===== src/rtl/scld_pkg.sv =====
// ============================================================================
// scld_pkg
// Shared types and constants of the serial command line decoder: character
// codes, character classes, command letters, action codes and register
// indexes.
// ============================================================================
`default_nettype none

package scld_pkg;

    // Character codes.
    localparam logic [7:0] CH_NEWLINE = 8'd10;
    localparam logic [7:0] CH_ZERO    = 8'h30;
    localparam logic [7:0] CH_NINE    = 8'h39;

    // Command letters.
    localparam logic [7:0] CMD_PING  = 8'h70;  // 'p'
    localparam logic [7:0] CMD_TIME  = 8'h74;  // 't'
    localparam logic [7:0] CMD_ERROR = 8'h65;  // 'e'
    localparam logic [7:0] CMD_RGB   = 8'h6c;  // 'l'
    localparam logic [7:0] CMD_WHITE = 8'h77;  // 'w'
    localparam logic [7:0] CMD_NONE  = 8'h00;

    // Character classes, decided by the front end.
    localparam logic [1:0] CLS_OTHER   = 2'd0;
    localparam logic [1:0] CLS_DIGIT   = 2'd1;
    localparam logic [1:0] CLS_NEWLINE = 2'd2;

    // Action codes of a finished line.
    localparam logic [2:0] ACT_NONE  = 3'd0;
    localparam logic [2:0] ACT_PING  = 3'd1;
    localparam logic [2:0] ACT_TIME  = 3'd2;
    localparam logic [2:0] ACT_RGB   = 3'd3;
    localparam logic [2:0] ACT_WHITE = 3'd4;

    // Parameter checks.
    localparam int          RGB_MIN_PARAMS   = 3;
    localparam int          WHITE_MIN_PARAMS = 2;
    localparam logic [31:0] CHANNEL_LIMIT    = 32'd3;
    localparam logic [31:0] LEVEL_LIMIT      = 32'd255;

    // Configuration register indexes.
    localparam logic [7:0] REG_RGB_LED_LIMIT   = 8'd0;
    localparam logic [7:0] REG_WHITE_LED_LIMIT = 8'd1;

    localparam logic [7:0] RGB_LIMIT_RESET   = 8'd4;
    localparam logic [7:0] WHITE_LIMIT_RESET = 8'd1;

    typedef struct packed {
        logic [1:0] cls;
        logic [7:0] ch;
    } scld_item_t;

    typedef struct packed {
        logic [7:0] rgb_led_limit;
        logic [7:0] white_led_limit;
    } scld_cfg_t;

endpackage

`default_nettype wire


===== src/rtl/scld_front.sv =====
// ============================================================================
// scld_front
// Accepts received characters, classifies each one as digit, newline or
// other, and holds them in a two-entry queue for the back end.
// ============================================================================
`default_nettype none

module scld_front (
    input  wire logic               aclk,
    input  wire logic               aresetn,
    input  wire logic               s_valid,
    output logic                    s_ready,
    input  wire logic [7:0]         s_rx_char,
    output logic                    q_valid,
    output scld_pkg::scld_item_t    q_item,
    input  wire logic               q_pop
);
    import scld_pkg::*;

    scld_item_t entry_reg [2];
    scld_item_t new_item;
    logic       wr_ptr_reg, wr_ptr_next;
    logic       rd_ptr_reg, rd_ptr_next;
    logic [1:0] cnt_reg, cnt_next;
    logic       push;
    logic       pop;

    always_comb begin
        new_item.ch = s_rx_char;
        if (s_rx_char == CH_NEWLINE) begin
            new_item.cls = CLS_NEWLINE;
        end else if (s_rx_char >= CH_ZERO && s_rx_char <= CH_NINE) begin
            new_item.cls = CLS_DIGIT;
        end else begin
            new_item.cls = CLS_OTHER;
        end
    end

    assign s_ready = (cnt_reg != 2'd2);
    assign q_valid = (cnt_reg != 2'd0);
    assign q_item  = entry_reg[rd_ptr_reg];
    assign push    = s_valid && s_ready;
    assign pop     = q_pop && q_valid;

    always_comb begin
        wr_ptr_next = push ? ~wr_ptr_reg : wr_ptr_reg;
        rd_ptr_next = pop ? ~rd_ptr_reg : rd_ptr_reg;
        cnt_next    = cnt_reg + {1'b0, push} - {1'b0, pop};
    end

    always_ff @(posedge aclk) begin
        if (!aresetn) begin
            wr_ptr_reg <= 1'b0;
            rd_ptr_reg <= 1'b0;
            cnt_reg    <= 2'd0;
        end else begin
            wr_ptr_reg <= wr_ptr_next;
            rd_ptr_reg <= rd_ptr_next;
            cnt_reg    <= cnt_next;
        end
    end

    always_ff @(posedge aclk) begin
        if (push) begin
            entry_reg[wr_ptr_reg] <= new_item;
        end
    end

    // The occupancy always matches the distance between the pointers.
    assert property (@(posedge aclk) disable iff (!aresetn)
        (cnt_reg == 2'd1) |-> (wr_ptr_reg != rd_ptr_reg))
        else $error("queue count and pointers disagree");

    assert property (@(posedge aclk) disable iff (!aresetn)
        (cnt_reg == 2'd0 || cnt_reg == 2'd2) |-> (wr_ptr_reg == rd_ptr_reg))
        else $error("queue pointers out of step");

    assert property (@(posedge aclk) disable iff (!aresetn)
        (push && !pop) |=> (cnt_reg == $past(cnt_reg) + 2'd1))
        else $error("queue lost an accepted character");

endmodule

`default_nettype wire


===== src/rtl/scld_back.sv =====
// ============================================================================
// scld_back
// Executes classified characters: captures the command letter, builds the
// decimal parameters and, on newline, checks the line and loads the result
// register.
// ============================================================================
`default_nettype none

module scld_back #(
    parameter int MAX_PARAMS = 4
) (
    input  wire logic               aclk,
    input  wire logic               aresetn,
    input  wire scld_pkg::scld_cfg_t cfg,
    input  wire logic               q_valid,
    input  wire scld_pkg::scld_item_t q_item,
    output logic                    q_pop,
    output logic                    m_valid,
    input  wire logic               m_ready,
    output logic [7:0]              m_command_code,
    output logic [2:0]              m_param_count,
    output logic [31:0]             m_param_a,
    output logic [31:0]             m_param_b,
    output logic [31:0]             m_param_c,
    output logic [31:0]             m_param_d,
    output logic                    m_line_valid,
    output logic [2:0]              m_action
);
    import scld_pkg::*;

    localparam int IW = $clog2(MAX_PARAMS);
    localparam int CW = $clog2(MAX_PARAMS + 1);

    logic [7:0]    cmd_reg, cmd_next;
    logic [IW-1:0] idx_reg, idx_next;
    logic          seen_reg, seen_next;
    logic [31:0]   store_reg [MAX_PARAMS];
    logic [31:0]   acc_base;
    logic [31:0]   acc_value;
    logic          store_we;

    logic          out_valid_reg, out_valid_next;
    logic [7:0]    out_cmd_reg;
    logic [2:0]    out_count_reg;
    logic [31:0]   out_param_reg [4];
    logic          out_line_valid_reg;
    logic [2:0]    out_action_reg;

    logic [CW-1:0] count;
    logic [31:0]   res_param [4];
    logic          res_valid;
    logic [2:0]    res_action;
    logic          out_free;
    logic          is_newline;
    logic          take_line;

    assign out_free   = !out_valid_reg || m_ready;
    assign is_newline = (q_item.cls == CLS_NEWLINE);
    assign q_pop      = q_valid && (!is_newline || out_free);
    assign take_line  = q_pop && is_newline;

    // value * 10 + digit, built from two shifts.
    assign acc_base  = seen_reg ? store_reg[idx_reg] : 32'd0;
    assign acc_value = (acc_base << 3) + (acc_base << 1) + {28'd0, q_item.ch[3:0]};

    always_comb begin
        cmd_next  = cmd_reg;
        idx_next  = idx_reg;
        seen_next = seen_reg;
        store_we  = 1'b0;
        if (q_pop) begin
            if (is_newline) begin
                cmd_next  = CMD_NONE;
                idx_next  = '0;
                seen_next = 1'b0;
            end else if (cmd_reg == CMD_NONE) begin
                cmd_next = q_item.ch;
            end else if (q_item.cls == CLS_DIGIT) begin
                store_we  = 1'b1;
                seen_next = 1'b1;
            end else if (seen_reg) begin
                seen_next = 1'b0;
                if (idx_reg == IW'(MAX_PARAMS - 1)) begin
                    idx_next = '0;
                end else begin
                    idx_next = idx_reg + 1'b1;
                end
            end
        end
    end

    // A digit run still open at newline counts as a parameter.
    assign count = CW'(idx_reg) + CW'(seen_reg);

    always_comb begin
        for (int k = 0; k < 4; k++) begin
            res_param[k] = 32'd0;
            if (k < MAX_PARAMS && CW'(k) < count) begin
                res_param[k] = store_reg[k % MAX_PARAMS];
            end
        end
    end

    always_comb begin
        res_valid  = 1'b0;
        res_action = ACT_NONE;
        case (cmd_reg)
            CMD_PING: begin
                res_valid  = 1'b1;
                res_action = ACT_PING;
            end
            CMD_TIME: begin
                res_valid  = 1'b1;
                res_action = ACT_TIME;
            end
            CMD_RGB: begin
                res_valid = (count >= CW'(RGB_MIN_PARAMS))
                    && (store_reg[0] < {24'd0, cfg.rgb_led_limit})
                    && (store_reg[1] < CHANNEL_LIMIT)
                    && (store_reg[2] < LEVEL_LIMIT);
                res_action = res_valid ? ACT_RGB : ACT_NONE;
            end
            CMD_WHITE: begin
                res_valid = (count >= CW'(WHITE_MIN_PARAMS))
                    && (store_reg[0] < {24'd0, cfg.white_led_limit})
                    && (store_reg[1] < LEVEL_LIMIT);
                res_action = res_valid ? ACT_WHITE : ACT_NONE;
            end
            CMD_ERROR: begin
                res_valid  = 1'b0;
                res_action = ACT_NONE;
            end
            default: begin
                res_valid  = 1'b0;
                res_action = ACT_NONE;
            end
        endcase
    end

    always_comb begin
        if (take_line) begin
            out_valid_next = 1'b1;
        end else if (m_ready) begin
            out_valid_next = 1'b0;
        end else begin
            out_valid_next = out_valid_reg;
        end
    end

    always_ff @(posedge aclk) begin
        if (!aresetn) begin
            cmd_reg       <= CMD_NONE;
            idx_reg       <= '0;
            seen_reg      <= 1'b0;
            out_valid_reg <= 1'b0;
        end else begin
            cmd_reg       <= cmd_next;
            idx_reg       <= idx_next;
            seen_reg      <= seen_next;
            out_valid_reg <= out_valid_next;
        end
    end

    always_ff @(posedge aclk) begin
        if (store_we) begin
            store_reg[idx_reg] <= acc_value;
        end
    end

    always_ff @(posedge aclk) begin
        if (take_line) begin
            out_cmd_reg        <= cmd_reg;
            out_count_reg      <= 3'(count);
            out_param_reg      <= res_param;
            out_line_valid_reg <= res_valid;
            out_action_reg     <= res_action;
        end
    end

    assign m_valid        = out_valid_reg;
    assign m_command_code = out_cmd_reg;
    assign m_param_count  = out_count_reg;
    assign m_param_a      = out_param_reg[0];
    assign m_param_b      = out_param_reg[1];
    assign m_param_c      = out_param_reg[2];
    assign m_param_d      = out_param_reg[3];
    assign m_line_valid   = out_line_valid_reg;
    assign m_action       = out_action_reg;

    assert property (@(posedge aclk) disable iff (!aresetn)
        take_line |=> (out_valid_reg && cmd_reg == CMD_NONE && !seen_reg && idx_reg == '0))
        else $error("newline did not post a result and clear the line");

    assert property (@(posedge aclk) disable iff (!aresetn)
        out_valid_reg |-> (out_line_valid_reg == (out_action_reg != ACT_NONE)))
        else $error("line valid flag and action code disagree");

    assert property (@(posedge aclk) disable iff (!aresetn)
        (out_valid_reg && !m_ready) |-> !take_line)
        else $error("result register overwritten while stalled");

    assert property (@(posedge aclk) disable iff (!aresetn)
        store_we |-> (cmd_reg != CMD_NONE))
        else $error("parameter written before a command letter");

endmodule

`default_nettype wire


===== src/rtl/serial_command_line_decoder_core.sv =====
// ============================================================================
// serial_command_line_decoder_core
// Command line decoder for a serial console: characters in, one checked
// command result per line out.
// ============================================================================
// Usage:
//   The s_ channel takes one received character per accepted request. Lines
//   start with a command letter, decimal digit runs become 32-bit parameters
//   and a newline (10) closes the line. Each newline gives exactly one
//   request on the m_ channel with the command, parameter count, up to four
//   parameters, a line valid flag and an action code; no other character
//   gives a result.
//   The cfg_ channel writes the LED limits (index 0: RGB, index 1: white);
//   writes to other indexes are ignored. Write it only while the block idles.
//   Throughput is one character per cycle while s_ready is high. An accepted
//   newline is written into the two-entry front queue; once it reaches the
//   head and the result register is free, the back end pops it and loads the
//   result register, which drives m_valid until m_ready takes it.
//   When the receiver stalls, the result register holds and the back end
//   keeps working on non-newline characters; s_ready drops once a second
//   newline and one more character wait behind an untaken result.
//   Reset (aresetn low, synchronous) empties the queue, clears the line
//   state and the result valid flag and restores the LED limits to 4 and 1.
// ============================================================================
`default_nettype none

module serial_command_line_decoder_core #(
    parameter int MAX_PARAMS = 4
) (
    input  wire logic        aclk,
    input  wire logic        aresetn,
    input  wire logic        s_valid,
    output logic             s_ready,
    input  wire logic [7:0]  s_rx_char,
    output logic             m_valid,
    input  wire logic        m_ready,
    output logic [7:0]       m_command_code,
    output logic [2:0]       m_param_count,
    output logic [31:0]      m_param_a,
    output logic [31:0]      m_param_b,
    output logic [31:0]      m_param_c,
    output logic [31:0]      m_param_d,
    output logic             m_line_valid,
    output logic [2:0]       m_action,
    input  wire logic        cfg_valid,
    output logic             cfg_ready,
    input  wire logic [7:0]  cfg_index,
    input  wire logic [7:0]  cfg_data
);
    import scld_pkg::*;

    scld_cfg_t  cfg_reg;
    scld_cfg_t  cfg_next;
    scld_item_t q_item;
    logic       q_valid;
    logic       q_pop;

    assign cfg_ready = 1'b1;

    always_comb begin
        cfg_next = cfg_reg;
        if (cfg_valid) begin
            case (cfg_index)
                REG_RGB_LED_LIMIT:   cfg_next.rgb_led_limit   = cfg_data;
                REG_WHITE_LED_LIMIT: cfg_next.white_led_limit = cfg_data;
                default: begin
                    cfg_next = cfg_reg;
                end
            endcase
        end
    end

    always_ff @(posedge aclk) begin
        if (!aresetn) begin
            cfg_reg.rgb_led_limit   <= RGB_LIMIT_RESET;
            cfg_reg.white_led_limit <= WHITE_LIMIT_RESET;
        end else begin
            cfg_reg <= cfg_next;
        end
    end

    scld_front u_front (
        .aclk      (aclk),
        .aresetn   (aresetn),
        .s_valid   (s_valid),
        .s_ready   (s_ready),
        .s_rx_char (s_rx_char),
        .q_valid   (q_valid),
        .q_item    (q_item),
        .q_pop     (q_pop)
    );

    scld_back #(
        .MAX_PARAMS (MAX_PARAMS)
    ) u_back (
        .aclk           (aclk),
        .aresetn        (aresetn),
        .cfg            (cfg_reg),
        .q_valid        (q_valid),
        .q_item         (q_item),
        .q_pop          (q_pop),
        .m_valid        (m_valid),
        .m_ready        (m_ready),
        .m_command_code (m_command_code),
        .m_param_count  (m_param_count),
        .m_param_a      (m_param_a),
        .m_param_b      (m_param_b),
        .m_param_c      (m_param_c),
        .m_param_d      (m_param_d),
        .m_line_valid   (m_line_valid),
        .m_action       (m_action)
    );

endmodule

`default_nettype wire

===== config.mk =====
export PLATFORM = sky130hd
export DESIGN_NAME = serial_command_line_decoder_core
export DESIGN_NICKNAME = d
export VERILOG_FILES = /design/src/rtl/scld_pkg.sv /design/src/rtl/scld_front.sv /design/src/rtl/scld_back.sv /design/src/rtl/serial_command_line_decoder_core.sv
export SDC_FILE = /design/constraint.sdc
export NUM_CORES = 1
export LEC_CHECK = 0
export BUFFER_PORTS_ARGS = -buffer_cell sky130_fd_sc_hd__buf_2
export CAP_MARGIN = 20
export CORE_MARGIN = 5
export CORE_UTILIZATION = 30
export CTS_CLUSTER_SIZE = 30
export DETAILED_ROUTE_END_ITERATION = 10
export GPL_ROUTABILITY_DRIVEN = 0
export PLACE_DENSITY = 0.57
export SLEW_MARGIN = 10
export SYNTH_ARGS = -nofsm -noshare
export SYNTH_HDL_FRONTEND = slang
export SYNTH_SLANG_ARGS = --single-unit

===== constraint.sdc =====
create_clock -name aclk -period 8.62 [get_ports aclk]
set_clock_uncertainty 0.05 [all_clocks]
set_input_delay 0.862 -clock aclk [delete_from_list [all_inputs] [get_ports aclk]]
set_output_delay 0.862 -clock aclk [all_outputs]
set_load 0.02 [all_outputs]

After elaboration in Yosys (flattened, before gate mapping). Memory sizes are Yosys's and may differ from the RTL's. A register that Yosys moved wholly into a read port is not among the register bits. Cells that the tools add are included.

Input port bits: 29. RAM bits: 148. Memories kept: 2. Logic and storage cells: 108. Bits in registers: 143.

Mux-type cells: 30. Order comparisons: 13. Equality and inequality tests: 12. Bitwise logic cells: 2. $add $sub $neg: 6. Reductions and logical operators: 27.

Memory list: u_back.store_reg (depth 4, bits a word 32, read ports 5, clocked after Yosys merged registers in 2, wr ports 1, RTL line scld_back.sv:37) `logic [31:0] store_reg [MAX_PARAMS];`; u_front.entry_reg (depth 2, bits a word 10, read ports 1, clocked after Yosys merged registers in 1, wr ports 1, RTL line scld_front.sv:20) `scld_item_t entry_reg [2];`.

Operators by type and width (number): 32-bit by 8-bit less-than comparator with 1-bit output (2); 32-bit by 8-bit less-than comparator with 1-bit output, second input constant (2); 32-bit adder (1); 32-bit by 4-bit adder with 32-bit output (1); 8-bit by 7-bit equality test with 1-bit output, second input constant (4); 32-bit by 2-bit less-than comparator with 1-bit output, second input constant (1); 31-bit 2-to-1 mux (1); 2-bit 2-to-1 mux (9); 8-bit logical NOT (2); 8-bit 2-to-1 mux (2); 1-bit 2-to-1 mux (15); 3-bit case mux with 4 select lines (1); 1-bit logical AND (10); 8-bit by 1-bit equality test with 1-bit output, second input constant (1); 8-bit by 4-bit equality test with 1-bit output, second input constant (1); 8-bit by 6-bit greater-or-equal comparator with 1-bit output, second input constant (1); 8-bit by 6-bit <= comparator with 1-bit output, second input constant (1); 2-bit AND reduction (4); 2-bit nonzero test (4); 3-bit by 2-bit greater-or-equal comparator with 1-bit output, second input constant (2); 1-bit by 3-bit less-than comparator with 1-bit output, first input constant (2); 2-bit by 3-bit less-than comparator with 1-bit output, first input constant (2); 2-bit equality test, second input constant (2); 2-bit by 1-bit inequality test with 1-bit output, second input constant (2); 13 further kinds (17).

Longest topological paths before layout.
Depth after elaboration: 8. Gate-level depth with buffers: 17.

Modules after synthesis. Synthesis repeated with hierarchy kept, for this count alone.

Cell total of the unflattened synthesis: 1015. Area total of the unflattened synthesis: 14740.4 um^2.

By module, submodules not included: scld_back (cells an instance 885, area an instance 13081.3 um^2, seq. area each 8418.1 um^2, times used 1); scld_front (cells an instance 61, area an instance 993.5 um^2, seq. area each 700.7 um^2, times used 1); serial_command_line_decoder_core (cells an instance 69, area an instance 665.6 um^2, seq. area each 320.3 um^2, times used 1).

Worst setup path before layout. Ideal clock, no wire load.

Kind: input to register. Start: in m_ready. End: reg u_back.out_action_reg[0] (netlist: u_back.m_action[0]), enable pin. Setup time: 0.649 ns. Setup slack: 0.784 ns. Cell stages on the path: 3. Arrival time: 7.136 ns. Data required time: 7.921 ns. Cells stage by stage: nor2b_1 -> a21o_1 -> nor2_1.

Word-level cells in the longest chain between the ends: 4.

RTL lines: from (decl) (RTL line serial_command_line_decoder_core.sv:36) `input wire logic m_ready,`; 1-bit logical OR (RTL line scld_back.sv:57) `assign out_free = !out_valid_reg || m_ready;`; 1-bit logical OR (RTL line scld_back.sv:59) `assign q_pop = q_valid && (!is_newline || out_free);`; 1-bit logical AND (RTL line scld_back.sv:59); 1-bit logical AND (RTL line scld_back.sv:60) `assign take_line = q_pop && is_newline;`; to (signal assigned) (RTL line scld_back.sv:176) `out_action_reg <= res_action;`; to (decl) (RTL line scld_back.sv:47) `logic [2:0] out_action_reg;`.

Every way passes these cells. A chain may end at the register's enable or synchronous reset.

==> flow_metrics.env <==
export IMPL_grt_overflow=0
export IMPL_syn2layout_area_growth_pct=19.18
export IMPL_rows=81
export IMPL_post_synth_top_area_fraction=0.5875
export IMPL_worstSkewPairLatency_ps=540
export IMPL_slew_violations=0
export IMPL_critPathLaunchType="flip-flop"
export IMPL_synth_largest_area_cell="edfxtp_1"
export IMPL_core_area_um2=48950
export IMPL_synth_fa_ha_area_frac=0.07167
export IMPL_num_fill_cells=4695
export IMPL_drt_total_wl_um=39890
export IMPL_synth_flop_cell="edfxtp_1"
export IMPL_cts_root_buffer="clkbuf_16"
export IMPL_dpl_cell_area_um2=16540
export IMPL_io_pins=175
export IMPL_ctsResizeCount=0
export IMPL_grt_usage=0.1445
export IMPL_initial_core_util=0.3039
export IMPL_post_route_drc_count=0
export IMPL_clk_path_buf_depth=3
export IMPL_finalCritPeriodShare=0.5161
export IMPL_wl_per_cell_um=20.82
export IMPL_synthMuxAreaShare=0.06284
export IMPL_tightest_slew_ps=988.8
export IMPL_crit_type="flip-flop to flip-flop"
export IMPL_antennaDiodeCount=0
export IMPL_ys_seq_area_frac=0.6346
export IMPL_grt_max_degree=71
export IMPL_layout_common_cells="edfxtp_1, buf_2, and2_1"
export IMPL_ant_nets=0
export IMPL_synthArstFlopShare=0
export IMPL_synth_distinct_cells=68
export IMPL_cts_hold_buffers_added=0
export IMPL_fin_ws_ps=4171
export IMPL_synth_fp_nets=1148
export IMPL_final_common_cell="edfxtp_1"
export IMPL_die_area_um2=54130
export IMPL_vias=9084
export IMPL_crit_fanout=33
export IMPL_syn_inst=1035
export IMPL_finalHoldViolations=0
export IMPL_status="completed"
export IMPL_yosys_top_cells_area="edfxtp_1, ha_1, and2_1"
export IMPL_antenna_found_initial=1
export IMPL_drive_gt1_frac=0.2356
export IMPL_postCtsSetupRepairBufs=0
export IMPL_path_clk_slew_ps=60
export IMPL_grt_pass1_vias=9394
export IMPL_portBuffers=173
export IMPL_tns_ps=0
export IMPL_drtIter0Drc=610
export IMPL_largest_register_ffs=128
export IMPL_ir_drop_uv=117.3
export IMPL_pre_cts_slack_ps=4175
export IMPL_cts_max_level=2
export IMPL_maxCapViolations=0
export IMPL_finalCriticalPeriod_ps=4449
export IMPL_synth_area_um2=14870
export IMPL_end_kind="flip-flop"
export IMPL_rsz0062_at_grt="false"
export IMPL_synth_edf_count=291
export IMPL_max_slew_margin=0.3347
export IMPL_drt_pass1_iter_count=5
export IMPL_dp_hpwl_um=28480
export IMPL_p_leak_nw=6.720
export IMPL_avgSynthCellArea_um2=14.37
export IMPL_synth_seq_cells=326
export IMPL_synth_top_family_by_area="simple AND/OR/NAND/NOR gates"
export IMPL_numCtsBuffers=36
export IMPL_required_ps=8850
export IMPL_tritoncts="built"
export IMPL_avgViaCountPerCell=4.741
export IMPL_total_power_mw=4.687
export IMPL_finalNetCount=1338
export IMPL_pwr_density_cell_nw_per_um2=264.4
export IMPL_max_freq_mhz=224.8
export IMPL_setup_violations=0
export IMPL_post_route_cell_area_um2=17730
export IMPL_hold_path_class="flip-flop to flip-flop"
export IMPL_synth_simple_area_share=0.1333
export IMPL_die_w_um=232.7
export IMPL_yosysWarnings=0
export IMPL_die_h_um=232.7
export IMPL_rrSetupSlack_ps=4170
export IMPL_crit_arrival_ps=4680
export IMPL_grt_pass1_wl_um=59350
export IMPL_synth_compound_area_share=0.05972
export IMPL_synthXorXnorAreaFrac=0.01884
export IMPL_cts_sinks=326
-- worst max-delay path, stage by stage (launching register included) --
cell      delay, ps
dfxtp_2         310
buf_4           530
mux4_2          580
and2_1          200
ha_1            300
ha_1            360
a21o_1          240
a31oi_1         240
a21o_1          180
nand3_2         150
a31oi_1         430
o211ai_1        190
xnor2_1         420
-- power by group --
group / internal (mW) / leakage, nW / switching (mW)
Combinational: 0.348 / 3.16 / 0.670
Clock: 0.910 / 0.560 / 0.636
Sequential: 2.01 / 3.00 / 0.117
-- cell type report --
cell class,count,area [um^2],share of cell area
flip-flops and latches,326,9440,0.5325
multi-input cells,637,5167,0.2915
clock buffers,47,993.5,0.05604
repair buffers,186,963.4,0.05435
well taps,664,830.8,0.04687
clock inverters,18,188.9,0.01066
inverters,38,142.6,0.008046
-- path summary, 6_finish.rpt --
kind / from / endpoint / cells past startpoint
hold / removal: cfg_reg[0] / cfg_reg[0] / 2
setup / recovery: flip-flop / u_back.store_reg[2][31] / 12
hold reg to reg: cfg_reg[0] / cfg_reg[0] / 2
setup reg to reg: flip-flop / u_back.store_reg[2][31] / 12
-- cells in the mapped netlist (4+ instances only) --
cell type  number
and2_1        137
edfxtp_1      291
o21bai_1        4
mux2i_1        18
o21a_1          4
a21oi_1        33
xnor2_1        18
a22oi_1         8
inv_1          37
nand4_1        10
ha_1           82
clkbuf_1       27
nor3_1          8
nand3_1        19
nand2_1        31
o211ai_1        4
nor2_1         26
nor4_1         22
xor2_1         14
mux4_2         29
dfxtp_1        35
mux2_2          9
buf_2           4
a21o_1         21
o21ai_0        17
nand2b_1        5
nor2b_1        59
a31oi_1         6
-- logic make-up (layout without fill, tap and decap cells) --
| logic type | count (synthesis) | in the layout |
|---|---|---|
| adder cells (fa/ha/maj) | 84 | 84 |
| AO/OA/AOI/OAI | 126 | 126 |
| buffers and inverters | 72 | 289 |
| AND/OR/NAND/NOR | 338 | 338 |
| other | 1 | 1 |
| XOR/XNOR | 32 | 32 |
| flip-flops | 326 | 326 |
| multiplexers | 56 | 56 |
-- through the flow --
step / util / std cells / hold slack, ps
CTS: 0.3621 / 1916 / 436.1
detailed placement: 0.3380 / 1851 / 419.2
global route: 0.3621 / 1916 / 462.2
finish: 0.3621 / 1916 / 434.3
floorplan: - / 1035 / 386.2
global placement: 0.3380 / 1851 / 409.5
-- per-layer routing --
metal | up-vias | part of all wire | GRT usage
met4 | 2 | 0.022 | 0.04006
met3 | 48 | 0.047 | 0.02660
met2 | 212 | 0.48 | 0.2408
met1 | 4572 | 0.45 | 0.1944
li1 | 4250 | - | -
met5 | - | 0.00018 | 0
(Power assumes the default switching activity.)
